File: config.mk
export PLATFORM = sky130hd
export DESIGN_NAME = i2c_register_byte_master
export DESIGN_NICKNAME = d
export VERILOG_FILES = /design/src/rtl/i2crb_pkg.sv /design/src/rtl/i2c_register_byte_master.sv
export SDC_FILE = /design/constraint.sdc
export NUM_CORES = 1
export LEC_CHECK = 0
export BUFFER_PORTS_ARGS = -buffer_cell sky130_fd_sc_hd__buf_2
export CAP_MARGIN = 15
export CORE_MARGIN = 1.5
export CORE_UTILIZATION = 57
export CTS_CLUSTER_DIAMETER = 40
export DETAILED_ROUTE_END_ITERATION = 8
export PLACE_DENSITY = 0.81
export RECOVER_POWER = 50
export SLEW_MARGIN = 20
export SYNTH_ARGS = -nofsm -noshare
export SYNTH_HDL_FRONTEND = slang
export SYNTH_SLANG_ARGS = --single-unit
File: constraint.sdc
create_clock -name i_clk -period 3.1 [get_ports i_clk]
set_input_delay 0.775 -clock i_clk [delete_from_list [all_inputs] [get_ports i_clk]]
set_output_delay 0.775 -clock i_clk [all_outputs]
set_load 0.02 [all_outputs]
File: src/rtl/i2crb_pkg.sv
package i2crb_pkg;

    localparam logic [15:0] HALF_PERIOD_RESET = 16'd4;
    localparam logic [7:0]  ACK_TIMEOUT_RESET = 8'd250;

    // Register index, taken from paddr[2].
    localparam logic REG_HALF_PERIOD = 1'b0;
    localparam logic REG_ACK_TIMEOUT = 1'b1;

    localparam logic OP_WRITE = 1'b0;
    localparam logic OP_READ  = 1'b1;

    localparam logic [3:0] BITS_PER_BYTE = 4'd8;
    localparam logic [2:0] BYTES_SENT    = 3'd3;
    localparam logic [2:0] RESTART_INDEX = 3'd2;

    typedef enum logic [4:0] {
        P_IDLE       = 5'd0,
        P_START_HI   = 5'd1,
        P_START_FALL = 5'd2,
        P_START_LOW  = 5'd3,
        P_BIT_SET    = 5'd4,
        P_BIT_HI     = 5'd5,
        P_BIT_LO     = 5'd6,
        P_ACK_REL    = 5'd7,
        P_ACK_HI     = 5'd8,
        P_ACK_POLL   = 5'd9,
        P_RD_HI      = 5'd10,
        P_RD_SAMPLE  = 5'd11,
        P_NACK_REL   = 5'd12,
        P_NACK_HI    = 5'd13,
        P_NACK_LO    = 5'd14,
        P_STOP_A     = 5'd15,
        P_STOP_B     = 5'd16,
        P_STOP_C     = 5'd17,
        P_FINISH     = 5'd18
    } t_phase;

    typedef struct packed {
        logic       scl_level;
        logic       sda_level;
        logic       busy_res;
        logic       done_res;
        logic [7:0] read_result;
        logic       no_ack;
    } t_result;

endpackage

File: src/rtl/i2c_register_byte_master.sv
// I2C master for single-byte register writes and reads.
// Input channel (i_valid / o_ready): one transaction per bus tick. It carries
// the sampled SDA level and, while the master is idle, an optional command
// (i_cmd_valid, i_opcode, device byte, register address, write data).
// Output channel (o_valid / i_ready): one result per accepted tick with the
// driven SCL and SDA levels, busy and done flags, the last read byte and the
// no-acknowledge flag.
// The result of a tick is registered into the output register, or into the
// skid register while the output is stalled. Throughput is one tick per cycle
// while o_ready is high; the sequencer state updates on each accepted tick.
// When the receiver stalls, one further result is caught in a skid register
// and o_ready then drops until the output drains; nothing is lost.
// The APB port holds the half period (address 0) and the ACK timeout
// (address 4); it should be written only while the master is idle.
// A synchronous active-low reset returns the sequencer to idle with both
// lines released high, empties the output stages and restores the register
// defaults of 4 ticks and 250 polls.
module i2c_register_byte_master (
    input  logic                 i_clk,
    input  logic                 i_rst_n,
    // input channel
    input  logic                 i_valid,
    output logic                 o_ready,
    input  logic                 i_cmd_valid,
    input  logic                 i_opcode,
    input  logic [7:0]           i_device_byte,
    input  logic [7:0]           i_reg_addr,
    input  logic [7:0]           i_write_data,
    input  logic                 i_sda_in,
    // output channel
    output logic                 o_valid,
    input  logic                 i_ready,
    output logic                 o_scl_level,
    output logic                 o_sda_level,
    output logic                 o_busy_res,
    output logic                 o_done_res,
    output logic [7:0]           o_read_result,
    output logic                 o_no_ack,
    // configuration
    input  logic                 psel,
    input  logic                 penable,
    input  logic                 pwrite,
    input  logic [2:0]           paddr,
    input  logic [31:0]          pwdata,
    output logic [31:0]          prdata,
    output logic                 pready
);
    import i2crb_pkg::*;

    // Configuration registers.
    logic [15:0] r_half_period;
    logic [7:0]  r_ack_timeout;

    // Sequencer state.
    t_phase      r_phase, n_phase;
    logic [15:0] r_wait_count, n_wait_count;
    logic [3:0]  r_bit_count, n_bit_count;
    logic [2:0]  r_byte_index, n_byte_index;
    logic [7:0]  r_shifter, n_shifter;
    logic [7:0]  r_ack_polls, n_ack_polls;
    logic        r_cmd_op, n_cmd_op;
    logic [7:0]  r_cmd_dev, n_cmd_dev;
    logic [7:0]  r_cmd_reg, n_cmd_reg;
    logic [7:0]  r_cmd_data, n_cmd_data;
    logic [7:0]  r_read_hold, n_read_hold;
    logic        r_error, n_error;
    logic        r_scl, n_scl;
    logic        r_sda, n_sda;
    logic        n_done;

    // Output register and skid stage.
    t_result     r_out, r_skid, w_result;
    logic        r_out_valid, r_skid_valid;

    logic        w_accept;
    logic        w_idle;
    logic        w_run;
    t_phase      w_step;
    logic [2:0]  w_bi_inc;
    logic [3:0]  w_bc_inc;
    logic [7:0]  w_rd_shift;
    logic        w_cfg_write;

    function automatic logic [7:0] byte_for(input logic [2:0] idx, input logic op,
                                            input logic [7:0] dev, input logic [7:0] rga,
                                            input logic [7:0] dat);
        logic [7:0] b;
        if (idx == 3'd0) begin
            b = dev;
        end else if (idx == 3'd1) begin
            b = rga;
        end else if (op == OP_READ) begin
            b = dev + 8'd1;
        end else begin
            b = dat;
        end
        return b;
    endfunction

    assign w_accept   = i_valid && o_ready;
    assign w_idle     = (r_phase == P_IDLE);
    // A command on an idle tick runs its first step at once; otherwise a step
    // runs only once the hold count has reached zero.
    assign w_run      = w_idle ? i_cmd_valid : (r_wait_count == 16'd0);
    assign w_step     = w_idle ? P_START_HI : r_phase;
    assign w_bi_inc   = r_byte_index + 3'd1;
    assign w_bc_inc   = r_bit_count + 4'd1;
    assign w_rd_shift = {r_shifter[6:0], i_sda_in};

    // Next phase and hold count.
    always_comb begin
        n_phase      = r_phase;
        n_wait_count = r_wait_count;
        if (!w_run) begin
            if (!w_idle) begin
                n_wait_count = r_wait_count - 16'd1;
            end
        end else begin
            n_wait_count = r_half_period;
            unique case (w_step)
                P_START_HI:   n_phase = P_START_FALL;
                P_START_FALL: n_phase = P_START_LOW;
                P_START_LOW:  n_phase = P_BIT_SET;
                P_BIT_SET:    n_phase = P_BIT_HI;
                P_BIT_HI:     n_phase = P_BIT_LO;
                P_BIT_LO:     n_phase = (w_bc_inc >= BITS_PER_BYTE) ? P_ACK_REL : P_BIT_SET;
                P_ACK_REL:    n_phase = P_ACK_HI;
                P_ACK_HI:     n_phase = P_ACK_POLL;
                P_ACK_POLL: begin
                    if (!i_sda_in) begin
                        if (w_bi_inc >= BYTES_SENT) begin
                            n_phase = (r_cmd_op == OP_READ) ? P_RD_HI : P_STOP_A;
                        end else if (w_bi_inc == RESTART_INDEX && r_cmd_op == OP_READ) begin
                            n_phase = P_START_HI;
                        end else begin
                            n_phase = P_BIT_SET;
                        end
                    end else if (r_ack_polls >= r_ack_timeout) begin
                        n_phase = P_STOP_B;
                    end else begin
                        // Another poll: the hold count stays at zero.
                        n_wait_count = r_wait_count;
                    end
                end
                P_RD_HI:      n_phase = P_RD_SAMPLE;
                P_RD_SAMPLE:  n_phase = (w_bc_inc >= BITS_PER_BYTE) ? P_NACK_REL : P_RD_HI;
                P_NACK_REL:   n_phase = P_NACK_HI;
                P_NACK_HI:    n_phase = P_NACK_LO;
                P_NACK_LO:    n_phase = P_STOP_A;
                P_STOP_A:     n_phase = P_STOP_B;
                P_STOP_B:     n_phase = P_STOP_C;
                P_STOP_C:     n_phase = P_FINISH;
                default: begin
                    n_phase      = P_IDLE;
                    n_wait_count = 16'd0;
                end
            endcase
        end
    end

    // Line levels, shifter, counters and flags.
    always_comb begin
        n_bit_count  = r_bit_count;
        n_byte_index = r_byte_index;
        n_shifter    = r_shifter;
        n_ack_polls  = r_ack_polls;
        n_cmd_op     = r_cmd_op;
        n_cmd_dev    = r_cmd_dev;
        n_cmd_reg    = r_cmd_reg;
        n_cmd_data   = r_cmd_data;
        n_read_hold  = r_read_hold;
        n_error      = r_error;
        n_scl        = r_scl;
        n_sda        = r_sda;
        n_done       = 1'b0;
        if (w_idle && i_cmd_valid) begin
            n_cmd_op     = i_opcode;
            n_cmd_dev    = i_device_byte;
            n_cmd_reg    = i_reg_addr;
            n_cmd_data   = i_write_data;
            n_error      = 1'b0;
            n_byte_index = 3'd0;
            n_bit_count  = 4'd0;
            n_ack_polls  = 8'd0;
        end
        if (w_run) begin
            unique case (w_step)
                P_START_HI: begin
                    n_sda = 1'b1;
                    n_scl = 1'b1;
                end
                P_START_FALL: n_sda = 1'b0;
                P_START_LOW: begin
                    n_scl       = 1'b0;
                    n_shifter   = byte_for(r_byte_index, r_cmd_op, r_cmd_dev, r_cmd_reg,
                                           r_cmd_data);
                    n_bit_count = 4'd0;
                end
                P_BIT_SET: n_sda = r_shifter[7];
                P_BIT_HI:  n_scl = 1'b1;
                P_BIT_LO: begin
                    n_scl       = 1'b0;
                    n_shifter   = {r_shifter[6:0], 1'b0};
                    n_bit_count = w_bc_inc;
                end
                P_ACK_REL: n_sda = 1'b1;
                P_ACK_HI: begin
                    n_scl       = 1'b1;
                    n_ack_polls = 8'd0;
                end
                P_ACK_POLL: begin
                    if (!i_sda_in) begin
                        n_scl        = 1'b0;
                        n_ack_polls  = 8'd0;
                        n_byte_index = w_bi_inc;
                        if (w_bi_inc >= BYTES_SENT) begin
                            if (r_cmd_op == OP_READ) begin
                                n_shifter   = 8'd0;
                                n_bit_count = 4'd0;
                            end
                        end else if (!(w_bi_inc == RESTART_INDEX && r_cmd_op == OP_READ)) begin
                            n_shifter   = byte_for(w_bi_inc, r_cmd_op, r_cmd_dev, r_cmd_reg,
                                                   r_cmd_data);
                            n_bit_count = 4'd0;
                        end
                    end else if (r_ack_polls >= r_ack_timeout) begin
                        n_error = 1'b1;
                        n_sda   = 1'b0;
                        n_scl   = 1'b1;
                    end else begin
                        n_ack_polls = r_ack_polls + 8'd1;
                    end
                end
                P_RD_HI: n_scl = 1'b1;
                P_RD_SAMPLE: begin
                    n_shifter   = w_rd_shift;
                    n_scl       = 1'b0;
                    n_bit_count = w_bc_inc;
                    if (w_bc_inc >= BITS_PER_BYTE) begin
                        n_read_hold = w_rd_shift;
                    end
                end
                P_NACK_REL: n_sda = 1'b1;
                P_NACK_HI:  n_scl = 1'b1;
                P_NACK_LO:  n_scl = 1'b0;
                P_STOP_A: begin
                    n_sda = 1'b0;
                    n_scl = 1'b1;
                end
                P_STOP_B: ;
                P_STOP_C: n_sda = 1'b1;
                P_FINISH: n_done = 1'b1;
                default: ;
            endcase
        end
    end

    always_ff @(posedge i_clk) begin
        if (!i_rst_n) begin
            r_phase      <= P_IDLE;
            r_wait_count <= 16'd0;
            r_bit_count  <= 4'd0;
            r_byte_index <= 3'd0;
            r_shifter    <= 8'd0;
            r_ack_polls  <= 8'd0;
            r_cmd_op     <= OP_WRITE;
            r_cmd_dev    <= 8'd0;
            r_cmd_reg    <= 8'd0;
            r_cmd_data   <= 8'd0;
            r_read_hold  <= 8'd0;
            r_error      <= 1'b0;
            r_scl        <= 1'b1;
            r_sda        <= 1'b1;
        end else if (w_accept) begin
            r_phase      <= n_phase;
            r_wait_count <= n_wait_count;
            r_bit_count  <= n_bit_count;
            r_byte_index <= n_byte_index;
            r_shifter    <= n_shifter;
            r_ack_polls  <= n_ack_polls;
            r_cmd_op     <= n_cmd_op;
            r_cmd_dev    <= n_cmd_dev;
            r_cmd_reg    <= n_cmd_reg;
            r_cmd_data   <= n_cmd_data;
            r_read_hold  <= n_read_hold;
            r_error      <= n_error;
            r_scl        <= n_scl;
            r_sda        <= n_sda;
        end
    end

    always_comb begin
        w_result.scl_level   = n_scl;
        w_result.sda_level   = n_sda;
        w_result.busy_res    = (n_phase != P_IDLE);
        w_result.done_res    = n_done;
        w_result.read_result = n_read_hold;
        w_result.no_ack      = n_error;
    end

    // The skid stage catches one result while the output register is stalled.
    always_ff @(posedge i_clk) begin
        if (!i_rst_n) begin
            r_out_valid  <= 1'b0;
            r_skid_valid <= 1'b0;
        end else if (!r_out_valid || i_ready) begin
            if (r_skid_valid) begin
                r_out_valid  <= 1'b1;
                r_skid_valid <= w_accept;
            end else begin
                r_out_valid  <= w_accept;
            end
        end else if (w_accept) begin
            r_skid_valid <= 1'b1;
        end
    end

    always_ff @(posedge i_clk) begin
        if (!r_out_valid || i_ready) begin
            if (r_skid_valid) begin
                r_out  <= r_skid;
                r_skid <= w_result;
            end else begin
                r_out  <= w_result;
            end
        end else if (w_accept) begin
            r_skid <= w_result;
        end
    end

    assign o_ready       = !r_skid_valid;
    assign o_valid       = r_out_valid;
    assign o_scl_level   = r_out.scl_level;
    assign o_sda_level   = r_out.sda_level;
    assign o_busy_res    = r_out.busy_res;
    assign o_done_res    = r_out.done_res;
    assign o_read_result = r_out.read_result;
    assign o_no_ack      = r_out.no_ack;

    // Configuration port.
    assign pready      = 1'b1;
    assign w_cfg_write = psel && penable && pwrite && pready;

    always_ff @(posedge i_clk) begin
        if (!i_rst_n) begin
            r_half_period <= HALF_PERIOD_RESET;
            r_ack_timeout <= ACK_TIMEOUT_RESET;
        end else if (w_cfg_write) begin
            unique case (paddr[2])
                REG_HALF_PERIOD: r_half_period <= pwdata[15:0];
                REG_ACK_TIMEOUT: r_ack_timeout <= pwdata[7:0];
                default: ;
            endcase
        end
    end

    always_comb begin
        unique case (paddr[2])
            REG_HALF_PERIOD: prdata = {16'd0, r_half_period};
            REG_ACK_TIMEOUT: prdata = {24'd0, r_ack_timeout};
            default:         prdata = 32'd0;
        endcase
    end

    // A result may wait in the skid stage only behind a full output register.
    a_skid_behind_out: assert property (@(posedge i_clk) disable iff (!i_rst_n)
        r_skid_valid |-> r_out_valid)
        else $error("skid stage holds a result while the output register is empty");

    // A caught result stays until the output side drains.
    a_skid_kept: assert property (@(posedge i_clk) disable iff (!i_rst_n)
        (r_skid_valid && !i_ready) |=> r_skid_valid)
        else $error("skid result dropped during an output stall");

    // The sequencer only rests in idle with no hold pending.
    a_idle_no_wait: assert property (@(posedge i_clk) disable iff (!i_rst_n)
        (r_phase == P_IDLE) |-> (r_wait_count == 16'd0))
        else $error("hold count pending while idle");

    // The bit counter never passes one byte.
    a_bit_count: assert property (@(posedge i_clk) disable iff (!i_rst_n)
        r_bit_count <= BITS_PER_BYTE)
        else $error("bit counter beyond one byte");

    // The final step of a transaction returns the sequencer to idle.
    a_finish_idle: assert property (@(posedge i_clk) disable iff (!i_rst_n)
        (w_accept && r_phase == P_FINISH && r_wait_count == 16'd0) |=> (r_phase == P_IDLE))
        else $error("sequencer did not return to idle after the stop condition");

endmodule
==> results.py, run 1 <==
metrics = {
    "synthesis": {
        "synth_area_per_cell_sq_um": 8.11,
        "syn_inst": 911,
        "synthXorXnorAreaFrac_pct": 0.830,
        "synth.top_cells.by_area": "dfxtp_1, edfxtp_1, nand2_1, a21oi_1, mux2_2",
        "async_reset_ff_share_pct": 0,
        "synth-adder-area-share_pct": 3.22,
        "muxShareOfSynthArea_pct": 6.16,
        "ys_seq_elements": 132,
        "area_of_the_mapped_netlist_sq_um": 7390,
        "synth_simple_gate_area_share_pct": 22.6,
        "yosysSeqAreaShare_pct": 39.3,
        "synth_compound_area_share_pct": 21.6,
        "yosysTopAreaCellShare_pct": 28.7,
        "dominant_combinational_cell_family_by_area_after_synthesis": "simple AND/OR/NAND/NOR gates",
        "yosysTopAreaCell": "dfxtp_1",
        "synth_flop_cell": "dfxtp_1",
        "synth_enable_flop_cells": 26,
        "netlist-cell-type-count": 71,
        "synth_warnings": 0,
    },
    "clock_tree": {
        "htree_num_levels": 4,
        "clk_path_buf_depth": 2,
        "path_clk_slew_ns": 0.06,
        "cts_buffers": 17,
        "post_cts_hold_buffers": 0,
        "worstSkewPairLatency_ns": 0.44,
        "cts_tree": "built",
        "clock_tree.root_cell": "clkbuf_16",
        "cts_resized": 0,
        "cts_post_setup_buffers_inserted": 0,
        "cts_num_sinks": 132,
    },
    "layout": {
        "n_fill_cell": 1101,
        "post_route_cells_drive_above_1_share_pct": 16.9,
        "finalCoreUtilization_pct": 67.5,
        "syn2layout_area_growth_pct": 15.4,
        "largest_registers": "r_half_period (16), r_wait_count (16), r_skid (13)",
        "antenna_cells_inserted": 0,
        "fin_nets": 1070,
    },
    "place": {
        "gp_routability_congestion": 0.921,
        "port_buffers": 81,
        "dp.final_hpwl_um": 12400,
    },
    "worst_setup_path": {
        "crit_path_max_fanout": 8,
        "rr_startpoint": "r_ack_polls[0]",
        "worstPathCellList": "inv_1, ha_1, nand2b_1, a2111oi_1, o31a_2, o21ai_0, a21oi_1, nand4_1, mux2_2",
        "timing.critical_path.to": "o_busy_res",
        "critPathLaunch": "r_ack_polls[0]",
        "rr_endpoint": "o_busy_res",
        "critPathArrivalTime_ns": 3.09,
        "critPathRequiredTime_ns": 3.28,
        "crit_path_top_delay_cell": "a2111oi_1",
        "startpoint_type": "register",
        "timing.critical_path.to_type": "register",
        "ff2ff_setup_slack_ns": 0.19,
        "worst-setup-path-type": "register to register",
        "max_stage_delay_ns": 0.60,
        "rr_worst_depth": 9,
    },
    "floorplan": {
        "floorplan.io_pins": 117,
        "core_region_area_sq_um": 12600,
        "floorplan.die_area_sq_um": 13700,
        "core.rowCount": 41,
        "die-width_um": 117,
        "initial_core_util_pct": 58.5,
        "dieHeight_um": 117,
    },
    "power": {
        "static-leakage-power_uw": 0.00325,
        "pwr_density_cell_nw_per_um2": 661,
        "max-vdd-ir-drop_uv": 488,
    },
    "grt": {
        "grt_usage_pct": 27.3,
        "grt_pass1_wl_um": 29300,
        "first_global_vias": 6070,
        "gr-total-overflow": 0,
        "grt_start_max_net_pins": 33,
        "grt_antenna_before_repair": 0,
    },
    "timing": {
        "hold_viol": 0,
        "setup_repair_after_global_routing_missed_its_margin": "no",
        "timing.max_slew.rel_slack_pct": 28.4,
        "final.min_clock_period_ns": 2.91,
        "setup_tns_ns": 0,
        "setup_viol_count_final": 0,
        "period_share_pct": 94.0,
        "maxClockFrequency_ghz": 0.343,
        "slew_violations": 0,
        "transition_at_the_pin_with_the_smallest_max_transition_slack_ns": 1.07,
        "final.setup_skew_ns": 0.0205,
    },
    "route": {
        "vias_per_cell": 5.85,
        "drcViolationCount": 0,
        "vias": 6832,
        "drt_pass1_iterations": 5,
        "detail_route.wirelength_um": 17900,
        "drt-wirelength-per-cell_um": 15.3,
        "ant_nets": 0,
        "drt_iter0_markers": 595,
    },
    "worst_hold_path": {
        "start_point_of_the_worst_min_delay_path": "r_cmd_data[2]",
        "worst_hold_path_type": "register to register",
    },
    "job": {
        "max-cap-violations": 0,
    },
    "run_status": {
        "run_status": "complete, no violations",
    },
}
[area by class of cell]
type	instances	area, sq um	share of cell area [%]
Multi-Input combinational cell	693	4090	48.0
Inverter	24	90.1	1.06
Clock buffer	19	443	5.20
Tap cell	172	215	2.52
Clock inverter	13	173	2.03
Timing Repair Buffer	114	611	7.16
Sequential cell	132	2900	34.1
[how the worst min path moves through the flow]
stage                       endpoint  slack [ns]  cells after the start
finish                 r_cmd_data[2]        0.46                      2
global route           r_cmd_data[6]        0.48                      2
CTS                 r_half_period[0]        0.46                      2
detailed placement  r_half_period[0]        0.45                      2
global placement    r_half_period[0]        0.44                      2
floorplan              r_cmd_data[2]        0.43                      2
[cells in the mapped netlist, types with 14 or more instances]
cell        n
buf_4      18
clkbuf_1   42
ha_1       19
nor3_1     24
nand2_1   154
nor2b_1    14
dfxtp_1   106
edfxtp_1   26
a211oi_1   14
o211ai_1   15
inv_1      23
o21ai_0    44
a21oi_1    99
nor2_1     62
nand3_1    25
mux2_2     28
mux2i_1    14
nand2b_1   16
[critical path, delay by kind of cell, from the launching register on]
| family | cells | cell delay [ns] |
|---|---|---|
| AO/OA/AOI/OAI | 4 | 1.29 |
| adder cells (fa/ha/maj) | 1 | 0.27 |
| multiplexers | 1 | 0.30 |
| AND/OR/NAND/NOR | 2 | 0.32 |
| buffers and inverters | 1 | 0.07 |
| flip-flops | 1 | 0.40 |
[metrics by stage]
| stage | worst slack [ns] | hold slack [ns] | cell area, sq um | power, uW | cells |
|---|---|---|---|---|---|
| floorplan | 0.444 | 0.433 | 7440 | 3180 | 926 |
| global placement | 0.282 | 0.443 | 7940 | 3520 | 1135 |
| detailed placement | 0.341 | 0.450 | 7940 | 3570 | 1135 |
| CTS | 0.226 | 0.457 | 8560 | 5640 | 1167 |
| global route | 0.0978 | 0.475 | 8520 | 5930 | 1167 |
| finish | 0.186 | 0.458 | 8520 | 5640 | 1167 |
[metal layers]
layer / vias to the layer above / share of wire [%] / track usage [%]
met1: 3176 / 46 / 37.8
met3: 28 / 6.8 / 5.66
met4: 0 / 1.6 / 9.88
met5: - / 0 / 0
met2: 242 / 45 / 42.5
li1: 3386 / - / -
[placed cells by master, fill, tap and decap left out, drive strengths merged, types with 10 or more instances in the layout]
cell      n
nand2   154
dfxtp   106
a21oi    99
buf      92
nor2     63
o21ai    46
clkbuf   41
mux2     28
inv      28
nor3     27
edfxtp   26
nand3    26
ha       19
conb     17
nand2b   16
o211ai   16
a211oi   15
mux2i    14
nor2b    14
a31oi    10
[cells by family after synthesis]
family                   after synthesis
other                                  2
buffers and inverters                101
multiplexers                          42
adder cells (fa/ha/maj)               19
flip-flops                           132
AND/OR/NAND/NOR                      353
AO/OA/AOI/OAI                        255
XOR/XNOR                               7
[where the power goes]
group | leakage (uW) | internal [uW] | total, uW | switching (uW)
clock | 0.000294 | 1300 | 2080 | 787
sequential | 0.00111 | 1890 | 2020 | 128
combinational | 0.00185 | 593 | 1530 | 940
Power figures use the tool's default switching activity.
==> run 2: changes to the inputs <==
--- a/config.mk
+++ b/config.mk
@@ -11,6 +11,7 @@
 export CORE_UTILIZATION = 57
 export CTS_CLUSTER_DIAMETER = 40
 export DETAILED_ROUTE_END_ITERATION = 8
+export MAX_ROUTING_LAYER = met4
 export PLACE_DENSITY = 0.81
 export RECOVER_POWER = 50
 export SLEW_MARGIN = 20
==> run 2 against run 1 <==
  * Cell area did not move
  * Sequential share of layout area did not move
  * Power fell by 0.12%
  * Via count barely moved
  * First-iteration DRC count fell by 5.7%
  * Clock power barely moved
  * Sequential power barely moved
  * Largest cell class unchanged
==> results.py, run 2 (synthesized netlist as in run 1, its figures left out) <==
metrics = {
    "grt": {
        "grt_antenna_before_repair": 0,
        "first_global_vias": 6067,
        "grt_usage_pct": 28.1,
        "gr-total-overflow": 0,
        "grt_pass1_wl_um": 29400,
        "grt_start_max_net_pins": 33,
    },
    "route": {
        "vias": 6829,
        "drt_pass1_iterations": 8,
        "drcViolationCount": 0,
        "ant_nets": 0,
        "detail_route.wirelength_um": 17900,
        "drt-wirelength-per-cell_um": 15.3,
        "drt_iter0_markers": 561,
        "vias_per_cell": 5.85,
    },
    "layout": {
        "n_fill_cell": 1101,
        "final_cell_mix": "nand2_1, dfxtp_1, a21oi_1, buf_2, nor2_1",
        "antenna_cells_inserted": 0,
        "finalCoreUtilization_pct": 67.5,
        "stdcell_count": 1167,
        "layout_commonest_cell": "nand2_1",
        "post_route_cells_drive_above_1_share_pct": 16.9,
        "syn2layout_area_growth_pct": 15.4,
        "largest_registers": "r_half_period (16), r_wait_count (16), r_skid (13)",
        "fin_nets": 1070,
    },
    "timing": {
        "final.setup_skew_ns": 0.00764,
        "setup_repair_after_global_routing_missed_its_margin": "no",
        "period_share_pct": 92.8,
        "setup_viol_count_final": 0,
        "maxClockFrequency_ghz": 0.347,
        "final.min_clock_period_ns": 2.88,
        "setup_tns_ns": 0,
        "slew_violations": 0,
        "transition_at_the_pin_with_the_smallest_max_transition_slack_ns": 1.07,
        "hold_viol": 0,
        "timing.max_slew.rel_slack_pct": 28.6,
    },
    "clock_tree": {
        "clk_path_buf_depth": 2,
        "cts_tree": "built",
        "path_clk_slew_ns": 0.06,
        "htree_num_levels": 4,
        "cts_num_sinks": 132,
        "cts_post_setup_buffers_inserted": 0,
        "worstSkewPairLatency_ns": 0.43,
        "post_cts_hold_buffers": 0,
        "clock_tree.root_cell": "clkbuf_16",
        "cts_buffers": 17,
    },
    "floorplan": {
        "floorplan.die_area_sq_um": 13700,
        "core.rowCount": 41,
        "die-width_um": 117,
        "core_region_area_sq_um": 12600,
        "floorplan.io_pins": 117,
        "dieHeight_um": 117,
        "initial_core_util_pct": 58.5,
    },
    "worst_hold_path": {
        "worst_hold_path_type": "register to register",
    },
    "place": {
        "port_buffers": 81,
        "gp_routability_congestion": 0.937,
        "place_inst": 1135,
        "dp.final_hpwl_um": 12400,
    },
    "worst_setup_path": {
        "ff2ff_setup_slack_ns": 0.22,
        "rr_worst_depth": 9,
        "timing.critical_path.to_type": "register",
        "crit_path_max_fanout": 8,
        "worst-setup-path-type": "register to register",
        "critPathLaunch": "r_ack_polls[0]",
        "rr_startpoint": "r_ack_polls[0]",
        "startpoint_type": "register",
        "critPathArrivalTime_ns": 3.06,
        "timing.critical_path.to": "o_busy_res",
        "rr_endpoint": "o_busy_res",
        "critPathRequiredTime_ns": 3.28,
    },
    "power": {
        "pwr_density_cell_nw_per_um2": 661,
        "max-vdd-ir-drop_uv": 487,
        "static-leakage-power_uw": 0.00325,
    },
    "run_status": {
        "run_status": "complete, no violations",
    },
    "job": {
        "max-cap-violations": 0,
    },
}
## run 2: cell counts in the layout (fill, tap and decap cells not counted)
No cell type changed its count.
## run 2: report_power, final
group          switching [uW]  internal, uW  total (uW)
sequential                126          1890        2020
combinational             937           593        1530
clock                     784          1300        2080
## run 2: cell type report
class	count	area (sq um)	share of cell area, %
Multi-Input combinational cell	693	4090	48.0
Sequential cell	132	2900	34.1
Timing Repair Buffer	114	611	7.16
Clock buffer	19	443	5.20
Tap cell	172	215	2.52
Clock inverter	13	173	2.03
Inverter	24	90.1	1.06
## run 2: worst max-delay path: stages, from the launching register on
cell and delay [ns]:
dfxtp_1 0.40, inv_1 0.07, ha_1 0.27, nand2b_1 0.16
a2111oi_1 0.60, o31a_2 0.33, o21ai_0 0.15, a21oi_1 0.19
nand4_1 0.16, mux2_2 0.29
## run 2: per-layer routing
metal	share of wire [%]	GRT usage (%)	up-vias
li1	-	-	3389
met1	47	38.0	3169
met2	45	42.3	243
met3	6.5	5.51	28
met4	1.5	9.88	0
met5	0	-	-
## run 2: metrics by stage
| step | worst slack, ns | power [uW] | cell area [sq um] | hold slack (ns) |
|---|---|---|---|---|
| 6_report | 0.222 | 5630 | 8520 | 0.459 |
| 5_1_grt | 0.0985 | 5930 | 8520 | 0.475 |
| 4_1_cts | 0.226 | 5640 | 8560 | 0.457 |
| 3_5_place_dp | 0.341 | 3570 | 7940 | 0.450 |
| 3_3_place_gp | 0.282 | 3520 | 7940 | 0.443 |
| 2_1_floorplan | 0.444 | 3180 | 7440 | 0.433 |
## run 2: what timing repair did
action,in CTS,in global routing
gates resized for setup,0,2
setup endpoints to repair,0,1
hold endpoints to repair,0,0
## run 2: worst min path at each step
| stage | startpoint | to | slack [ns] | cells after the start |
|---|---|---|---|---|
| after floorplan | r_cmd_data[2] | r_cmd_data[2] | 0.43 | 2 |
| after global placement | r_half_period[0] | r_half_period[0] | 0.44 | 2 |
| after detailed placement | r_half_period[0] | r_half_period[0] | 0.45 | 2 |
| after CTS | r_half_period[0] | r_half_period[0] | 0.46 | 2 |
| after global routing | r_cmd_data[6] | r_cmd_data[6] | 0.48 | 2 |
| final | r_cmd_data[2] | r_cmd_data[2] | 0.46 | 2 |
==> run 3: changes to the inputs <==
--- a/config.mk
+++ b/config.mk
@@ -7,12 +7,14 @@
 export LEC_CHECK = 0
 export BUFFER_PORTS_ARGS = -buffer_cell sky130_fd_sc_hd__buf_2
 export CAP_MARGIN = 15
+export CELL_PAD_IN_SITES_DETAIL_PLACEMENT = 0
+export CELL_PAD_IN_SITES_GLOBAL_PLACEMENT = 2
 export CORE_MARGIN = 1.5
-export CORE_UTILIZATION = 57
+export CORE_UTILIZATION = 34
 export CTS_CLUSTER_DIAMETER = 40
 export DETAILED_ROUTE_END_ITERATION = 8
 export MAX_ROUTING_LAYER = met4
-export PLACE_DENSITY = 0.81
+export PLACE_DENSITY = 0.82
 export RECOVER_POWER = 50
 export SLEW_MARGIN = 20
 export SYNTH_ARGS = -nofsm -noshare
==> run 3 against run 2 <==
  * Die area rose by 66%
  * Flip-flop and latch count is the same
  * Routed wire length rose by 13%
  * Via count fell by 3.5%
  * Cell count up 9.3%
  * Power is 0.35% higher
  * Non-clock buffer count increased by 5
  * Largest cell class unchanged
==> results.py, run 3 (synthesized netlist as in run 1, its figures left out) <==
metrics = {
    "floorplan": {
        "core.rowCount": 53,
        "die-width_um": 150,
        "dieHeight_um": 150,
        "floorplan.die_area_sq_um": 22600,
        "core_region_area_sq_um": 21200,
        "floorplan.io_pins": 117,
        "initial_core_util_pct": 34.9,
    },
    "clock_tree": {
        "post_cts_hold_buffers": 0,
        "cts_tree": "built",
        "cts_buffers": 17,
        "clk_path_buf_depth": 2,
        "path_clk_slew_ns": 0.07,
        "clock_tree.root_cell": "clkbuf_16",
        "worstSkewPairLatency_ns": 0.43,
        "cts_num_sinks": 132,
        "htree_num_levels": 4,
    },
    "worst_setup_path": {
        "critPathRequiredTime_ns": 3.29,
        "worst-setup-path-type": "register to register",
        "critPathArrivalTime_ns": 3.11,
        "ff2ff_setup_slack_ns": 0.18,
        "crit_path_top_delay_cell": "o21a_1",
        "startpoint_type": "register",
        "rr_startpoint": "r_phase[2]",
        "crit_path_max_fanout": 15,
        "worstPathCellList": "or3_1, nor3_1, o21a_1, nor4_1, a211oi_2, nand4_1, mux2_2",
        "path_buf_inv": 0,
        "rr_endpoint": "o_busy_res",
        "max_stage_delay_ns": 0.59,
        "timing.critical_path.to_type": "register",
        "rr_worst_depth": 7,
        "critical-path-top-delay-family": "simple AND/OR/NAND/NOR gates",
    },
    "route": {
        "ant_nets": 0,
        "drcViolationCount": 0,
        "drt_iter0_markers": 545,
        "vias": 6593,
        "vias_per_cell": 5.17,
        "detail_route.wirelength_um": 20100,
        "drt-wirelength-per-cell_um": 15.8,
        "drt_pass1_iterations": 5,
    },
    "timing": {
        "maxClockFrequency_ghz": 0.342,
        "hold_viol": 0,
        "slew_violations": 0,
        "hold_slack_ns": 0.458,
        "period_share_pct": 94.3,
        "setup_tns_ns": 0,
        "final.min_clock_period_ns": 2.92,
        "transition_at_the_pin_with_the_smallest_max_transition_slack_ns": 0.962,
        "timing.max_slew.rel_slack_pct": 35.9,
        "setup_viol_count_final": 0,
        "setup_repair_after_global_routing_missed_its_margin": "no",
        "final.setup_skew_ns": 0.0153,
    },
    "layout": {
        "post_route_cells_drive_above_1_share_pct": 16.7,
        "stdcell_count": 1275,
        "largest_registers": "r_half_period (16), r_wait_count (16), r_skid (13)",
        "syn2layout_area_growth_pct": 17.5,
        "antenna_cells_inserted": 0,
        "final_cell_mix": "nand2_1, dfxtp_1, a21oi_1, nor2_1, buf_2",
        "fin_nets": 1075,
        "n_fill_cell": 2214,
        "layout_commonest_cell": "nand2_1",
    },
    "grt": {
        "grt_antenna_before_repair": 0,
        "groute.layer.met2.usage_pct": 27.9,
        "gr-usage-met1_pct": 27.6,
        "first_global_vias": 6208,
        "grt_start_max_net_pins": 50,
        "grt_usage_pct": 19.3,
        "gr-total-overflow": 0,
        "grt_pass1_wl_um": 33200,
        "use_met3_pct": 3.48,
        "gr-max-usage-layer": "met2",
    },
    "worst_hold_path": {
        "min_to": "r_cmd_data[7]",
        "worst_hold_path.num_cells": 2,
        "start_point_of_the_worst_min_delay_path": "r_cmd_data[7]",
        "worst_hold_path_type": "register to register",
    },
    "place": {
        "gp_routability_congestion": 0.817,
        "place_inst": 1243,
        "dp.final_hpwl_um": 14400,
        "port_buffers": 81,
    },
    "run_status": {
        "run_status": "complete, no violations",
    },
    "job": {
        "max-cap-violations": 0,
    },
    "power": {
        "static-leakage-power_uw": 0.00324,
        "finalPower_uw": 5650,
        "max-vdd-ir-drop_uv": 377,
        "pwr_density_cell_nw_per_um2": 651,
    },
}
-- run 3: changes by cell type in the layout (fill, tap and decap cells not counted), moves of 2 or more --
cell and delta:
inv_8 +3, clkbuf_1 +6, buf_4 +4, buf_2 -7
clkinv_8 +3, bufinv_16 -2
-- run 3: worst register-to-register path, cell delays in order, from the launching register on --
cell	delay (ns)
dfxtp_1	0.35
or3_1	0.40
nor3_1	0.34
o21a_1	0.59
nor4_1	0.16
a211oi_2	0.27
nand4_1	0.23
mux2_2	0.32
-- run 3: stage by stage --
step / worst slack (ns) / cell area (sq um) / util, %
finish: 0.177 / 8680 / 41.0
global route: 0.0153 / 8680 / 41.0
detailed placement: 0.196 / 8130 / 38.4
CTS: 0.157 / 8730 / 41.3
floorplan: 0.444 / 7440 / -
global placement: 0.197 / 8130 / 38.4
-- run 3: area by class of cell --
cell class                 count  area (sq um)  share of cell area, %
clock buffer                  17           425                   4.90
clock inverter                15           184                   2.12
inverter                      24          90.1                   1.04
multi-input combinational    693          4090                   47.0
sequential                   132          2900                   33.4
tap                          275           344                   3.96
timing repair buffer         119           652                   7.51
-- run 3: metal layers --
metal  share of wire (%)  vias up
met2                  43      151
met3                 3.7       13
met1                  52     3043
met4                 1.0        0
li1                    -     3386
met5                   0        -
-- run 3: worst max path at each step --
stage / startpoint / end / depth (start not counted)
after floorplan: i_ready / r_skid[0] / 2
after global placement: r_byte_index[0] / o_busy_res / 9
after detailed placement: r_byte_index[0] / o_busy_res / 9
after CTS: r_wait_count[0] / o_read_result[2] / 8
after global routing: r_wait_count[0] / o_read_result[2] / 8
final: r_phase[2] / o_busy_res / 7
-- run 3: power breakdown --
part	leakage, uW	switching [uW]	total, uW	internal (uW)
Sequential	0.00111	118	2010	1890
Combinational	0.00184	971	1570	594
Clock	0.000295	919	2080	1160
-- run 3: timing repair --
action / 4_1_cts / 5_1_grt
setup endpoints to repair: 0 / 4
resized for setup: 0 / 2
endpoints found under the hold margin: 0 / 0
buffers inserted: 0 / 0
